File: src/design/lage_pkg.sv
// ----------------------------------------------------------------------------
// lage_pkg
// Shared types and constants of the life automaton grid engine: request
// codes, controller states and the command/status bundles.
// ----------------------------------------------------------------------------
`default_nettype none

package lage_pkg;

  // request codes carried by req_type
  typedef enum logic [1:0] {
    REQ_WRITE = 2'd0,
    REQ_STEP  = 2'd1,
    REQ_READ  = 2'd2
  } lage_req_e;

  typedef enum logic [1:0] {
    ST_CLEAR,
    ST_IDLE,
    ST_READ_WAIT,
    ST_SWEEP
  } lage_state_e;

  // B3/S23 neighbour counts
  localparam logic [3:0] BIRTH_COUNT   = 4'd3;
  localparam logic [3:0] SURVIVE_COUNT = 4'd2;

  typedef struct packed {
    logic cnt_clr;    // reset sweep counter and row window
    logic clear_wr;   // post-reset clearing write
    logic user_wr;    // row write transaction
    logic user_rd;    // row read transaction
    logic sweep;      // generation sweep cycle
    logic out_load;   // load result register
  } lage_cmd_t;

  typedef struct packed {
    logic clear_last;
    logic sweep_last;
  } lage_status_t;

endpackage

`default_nettype wire

File: src/design/lage_ctrl.sv
// ----------------------------------------------------------------------------
// lage_ctrl
// Controller state machine: clearing pass, request dispatch, read result
// hand-off and generation sweep sequencing.
// ----------------------------------------------------------------------------
`default_nettype none

module lage_ctrl (
  input  wire logic                  clk_i,
  input  wire logic                  rst_ni,
  input  wire logic                  in_valid_i,
  input  wire logic [1:0]            req_type_i,
  input  wire logic                  out_ready_i,
  input  wire lage_pkg::lage_status_t status_i,
  output logic                       in_ready_o,
  output logic                       out_valid_o,
  output lage_pkg::lage_cmd_t        cmd_o
);

  lage_pkg::lage_state_e state_q, state_d;
  lage_pkg::lage_req_e   req;
  logic                  out_valid_q, out_valid_d;
  logic                  in_acc;
  logic                  out_free;

  assign req      = lage_pkg::lage_req_e'(req_type_i);
  assign in_acc   = in_valid_i && in_ready_o;
  assign out_free = !out_valid_q || out_ready_i;

  // next state
  always_comb begin
    state_d = state_q;
    case (state_q)
      lage_pkg::ST_CLEAR: begin
        if (status_i.clear_last) state_d = lage_pkg::ST_IDLE;
      end
      lage_pkg::ST_IDLE: begin
        if (in_valid_i) begin
          case (req)
            lage_pkg::REQ_STEP: state_d = lage_pkg::ST_SWEEP;
            lage_pkg::REQ_READ: state_d = lage_pkg::ST_READ_WAIT;
            default:            state_d = lage_pkg::ST_IDLE;
          endcase
        end
      end
      lage_pkg::ST_READ_WAIT: begin
        if (out_free) state_d = lage_pkg::ST_IDLE;
      end
      lage_pkg::ST_SWEEP: begin
        if (status_i.sweep_last) state_d = lage_pkg::ST_IDLE;
      end
      default: state_d = lage_pkg::ST_IDLE;
    endcase
  end

  // outputs
  always_comb begin
    cmd_o      = '0;
    in_ready_o = 1'b0;
    case (state_q)
      lage_pkg::ST_CLEAR: begin
        cmd_o.clear_wr = 1'b1;
        cmd_o.cnt_clr  = status_i.clear_last;
      end
      lage_pkg::ST_IDLE: begin
        in_ready_o = 1'b1;
        if (in_acc) begin
          case (req)
            lage_pkg::REQ_WRITE: cmd_o.user_wr = 1'b1;
            lage_pkg::REQ_STEP:  cmd_o.cnt_clr = 1'b1;
            lage_pkg::REQ_READ:  cmd_o.user_rd = 1'b1;
            default:             cmd_o         = '0;
          endcase
        end
      end
      lage_pkg::ST_READ_WAIT: begin
        cmd_o.out_load = out_free;
      end
      lage_pkg::ST_SWEEP: begin
        cmd_o.sweep = 1'b1;
      end
      default: cmd_o = '0;
    endcase
  end

  always_comb begin
    out_valid_d = out_valid_q;
    if (out_valid_q && out_ready_i) out_valid_d = 1'b0;
    if (cmd_o.out_load) out_valid_d = 1'b1;
  end

  assign out_valid_o = out_valid_q;

  always_ff @(posedge clk_i or negedge rst_ni) begin
    if (!rst_ni) begin
      state_q     <= lage_pkg::ST_CLEAR;
      out_valid_q <= 1'b0;
    end else begin
      state_q     <= state_d;
      out_valid_q <= out_valid_d;
    end
  end

endmodule

`default_nettype wire

File: config.mk
export PLATFORM = sky130hd
export DESIGN_NAME = lage_ctrl
export DESIGN_NICKNAME = d
export VERILOG_FILES = /design/src/design/lage_pkg.sv /design/src/design/lage_ctrl.sv
export SDC_FILE = /design/constraint.sdc
export NUM_CORES = 1
export LEC_CHECK = 0
export BUFFER_PORTS_ARGS = -buffer_cell sky130_fd_sc_hd__buf_2
export CORE_AREA = 2 2 39 41
export CTS_CLUSTER_DIAMETER = 80
export DETAILED_ROUTE_END_ITERATION = 6
export DIE_AREA = 0 0 41 43
export GPL_ROUTABILITY_DRIVEN = 0
export HOLD_SLACK_MARGIN = 0.03
export REMOVE_ABC_BUFFERS = 1
export SLEW_MARGIN = 20
export SYNTH_ARGS = -nofsm -noshare
export SYNTH_HDL_FRONTEND = slang
export SYNTH_SLANG_ARGS = --single-unit
File: constraint.sdc
create_clock -name clk_i -period 3.3 [get_ports clk_i]
set_clock_uncertainty 0.15 [all_clocks]
set_input_delay 0.165 -clock clk_i [delete_from_list [all_inputs] [get_ports clk_i]]
set_output_delay 0.165 -clock clk_i [all_outputs]
set_load 0.1 [all_outputs]
==> key figures <==
Routing
  – Detailed-route via count: 258
  – Routed wl met2: about 280 um
  – Max layer used: met3
  – DR DRC count: 0
  – Iter 0 DRT Violations: 3
  – DR vias/cell: ~4.0
  – ANT nets after route: 0
  – Final wirelength: about 570 um
  – DR WL/cell: between 8 and 9 um
  – DRT Pass-1 Iters: 2
  – Routed length on met3: approximately 40 um
  – M1 WL: about 250 um

STA
  – Sum of negative setup slack: 0 ps
  – Final hold viol count: 0
  – Headroom to the max-slew limit: about two thirds
  – Final setup violation count: 0
  – RSZ-0062 raised after global routing: no
  – Fin crit share: between 50 and 60%
  – Slew @ Worst Pin: around 500 ps
  – Achievable frequency: about 0.55 GHz
  – Final Slew Violations: 0
  – Worst setup margin: around 1500 ps
  – WHS: 54.0 ps
  – Period minus WS final: ~1800 ps

Outcome
  – Status: finished, final reports clean

Critical path
  – Crit. Startpoint: state_q[1]
  – Cell count of the worst reg-to-reg path: 2
  – Crit path DAT: ~1500 ps
  – Worst reg2reg endpoint: state_q[1]
  – Startpoint types: register
  – Setup CP Type: register to primary output
  – FF-to-FF setup slack: 2080 ps
  – Critical path capture point type: primary output
  – Crit-path max FO: 9
  – Critical Path RT: ~3000 ps
  – RR Startpoint: state_q[1]

Pwr
  – Final Power: 237 uW
  – Lkg Pwr: between 0.2 and 0.25 nW
  – Maximum vdd drop: 0.301 mV
  – Pwr dens: about 610 nW/um^2

Logic synthesis
  – Largest family of logic cells by synthesized area: simple AND/OR/NAND/NOR gates
  – Fraction of registers with async set/reset: 100%
  – Yosys cell types: 18
  – Synth Area in Compound Gates: 9.00%
  – Xor and xnor area share after synthesis: 0%
  – Mapped cell area: 264 um^2
  – Synth warn: 0
  – Post-Synth Adder-Cell Area: 14.2%
  – Post-synth EDFFs: 0
  – Synth Register Bits: 3
  – Most common cell in the netlist: inv_1
  – Synth cell count leaders: inv_1 (5), dfrtp_1 (3), ha_1 (3)
  – Syn avg cell area: around 9.1 um^2
  – Register area share after synthesis: 28.4%
  – Synth Instances: 29
  – Top post-synthesis cells by area: dfrtp_1 (28%), ha_1 (14%), inv_1 (7.1%), and4b_4 (5.2%), and4bb_1 (4.7%)
  – Area fraction in and, or, nand and nor cells after synthesis: between 30% and 40%
  – Mux cell area share after synthesis: 0%
  – Area fraction of the dominant cell type after synthesis: 28.4%
  – Area leader, netlist: dfrtp_1
  – Top FF cell, synth: dfrtp_1

Clock tree
  – Clk pin slew, worst setup/hold paths: around 40 ps
  – H-tree depth: 1
  – Clk_lat worst skew: about 230 ps
  – Clock buffer depth: 2
  – Post-cts gate resize count: 0
  – CTS Sinks: 3
  – Clock root cell: clkbuf_4
  – CTS tree: built
  – Num CTS Buffers: 3

Die
  – Io pins: 16
  – DIE HEIGHT: roughly 43 um
  – Initial Utilization: between 10% and 20%
  – Die ar.: roughly 1800 um^2
  – Placement row count: 14
  – CORE AREA: 1380 um^2
  – Die W: slightly above 40 um

Final layout
  – Antenna Cells: 0
  – Synthesis-to-finish area growth: 46.4%
  – Post-layout nets: 60
  – Share of cells above drive strength 1: between 40% and 50%

Worst hold path
  – Hold crit path type: primary input to register
  – Hold_sp: status_i[0]
  – Worst Hold Depth: 3
  – Worst hold path endpoint: state_q[1]

GRT
  – Vias in the first global route: 254
  – Initial antenna violation count: 0
  – Total grt overflow: 0
  – Largest net degree at the start of global routing: 11
  – Global-route usage over all layers: between 8 and 9%
  – First-pass GRT wire length: between 900 and 1000 um

Placed design
  – Port Buffer Count: 15
  – Pre-CTS setup slack: ~1700 ps

Run
  – Maxcap violations: 0
## final cells by class
cell class / instances / area, um^2
multi-input cells: 19 / 151
inverters: 5 / 18.8
clock buffers: 4 / 26.3
repair buffers: 17 / 95.1
well taps: 16 / 20.0
fillers: 166 / 997
flip-flops and latches: 3 / 75.1
## cells by family (layout without fill, tap and decap cells)
logic type / Yosys count / in the layout
buffers and inverters: 7 / 26
flip-flops: 3 / 3
AND/OR/NAND/NOR: 12 / 12
adder cells (fa/ha/maj): 3 / 3
AO/OA/AOI/OAI: 4 / 4
## layer usage
| metal | GRT usage [%] | vias up |
|---|---|---|
| met5 | 0 | - |
| met3 | 4.71 | 0 |
| met1 | 10.0 | 112 |
| met2 | 12.2 | 10 |
| met4 | 6.00 | 0 |
| li1 | - | 136 |
## worst max-delay path by stage
stage / slack (ps) / cells after the start / end
finish: 1490 / 3 / cmd_o[3]
global route: 1410 / 3 / cmd_o[3]
CTS: 1490 / 3 / cmd_o[3]
detailed placement: 1740 / 3 / cmd_o[3]
global placement: 1760 / 3 / cmd_o[3]
floorplan: 600 / 1 / cmd_o[0]
## through the flow
| step | std cells | cell area [um^2] | util [%] |
|---|---|---|---|
| after floorplan | 27 | 245 | - |
| after global placement | 58 | 340 | 24.6 |
| after detailed placement | 58 | 340 | 24.6 |
| after CTS | 64 | 387 | 27.9 |
| after global routing | 64 | 387 | 27.9 |
| final | 64 | 387 | 27.9 |
## worst max-delay path, stage by stage, from the launching register on
cell and delay [ps]:
dfrtp_1 440, and2b_2 250, and3_2 160, buf_2 410
## cell usage in the layout, fill, tap and decap left out, drive strengths merged
| cell | n |
|---|---|
| and2b | 1 |
| a211o | 1 |
| nand2b | 2 |
| and3 | 1 |
| and4bb | 1 |
| o21ai | 1 |
| inv | 5 |
| buf | 15 |
| nand3 | 1 |
| dfrtp | 3 |
| nor2 | 1 |
| clkbuf | 4 |
| and2 | 1 |
| nor3 | 2 |
| dlygate4sd3 | 2 |
| ha | 3 |
| a21oi | 2 |
| and4b | 2 |
## flip-flops by register name, indices dropped and copies added, names as in the netlist
register and count:
out_valid_o 1, state_q 2
## where the power goes
part	total [mW]	internal (mW)	switching, mW	leakage, nW
clock	0.0639	0.0453	0.0186	0.0150
sequential	0.0503	0.0418	0.00844	0.0361
combinational	0.123	0.0247	0.0979	0.173
total	0.237	0.112	0.125	0.224
## repair_timing
item	in CTS	in global routing
buffers inserted	0	0
hold buffers	2	0
endpoints found under the hold margin	4	0
Note: power is estimated with default switching activity, not from simulation.
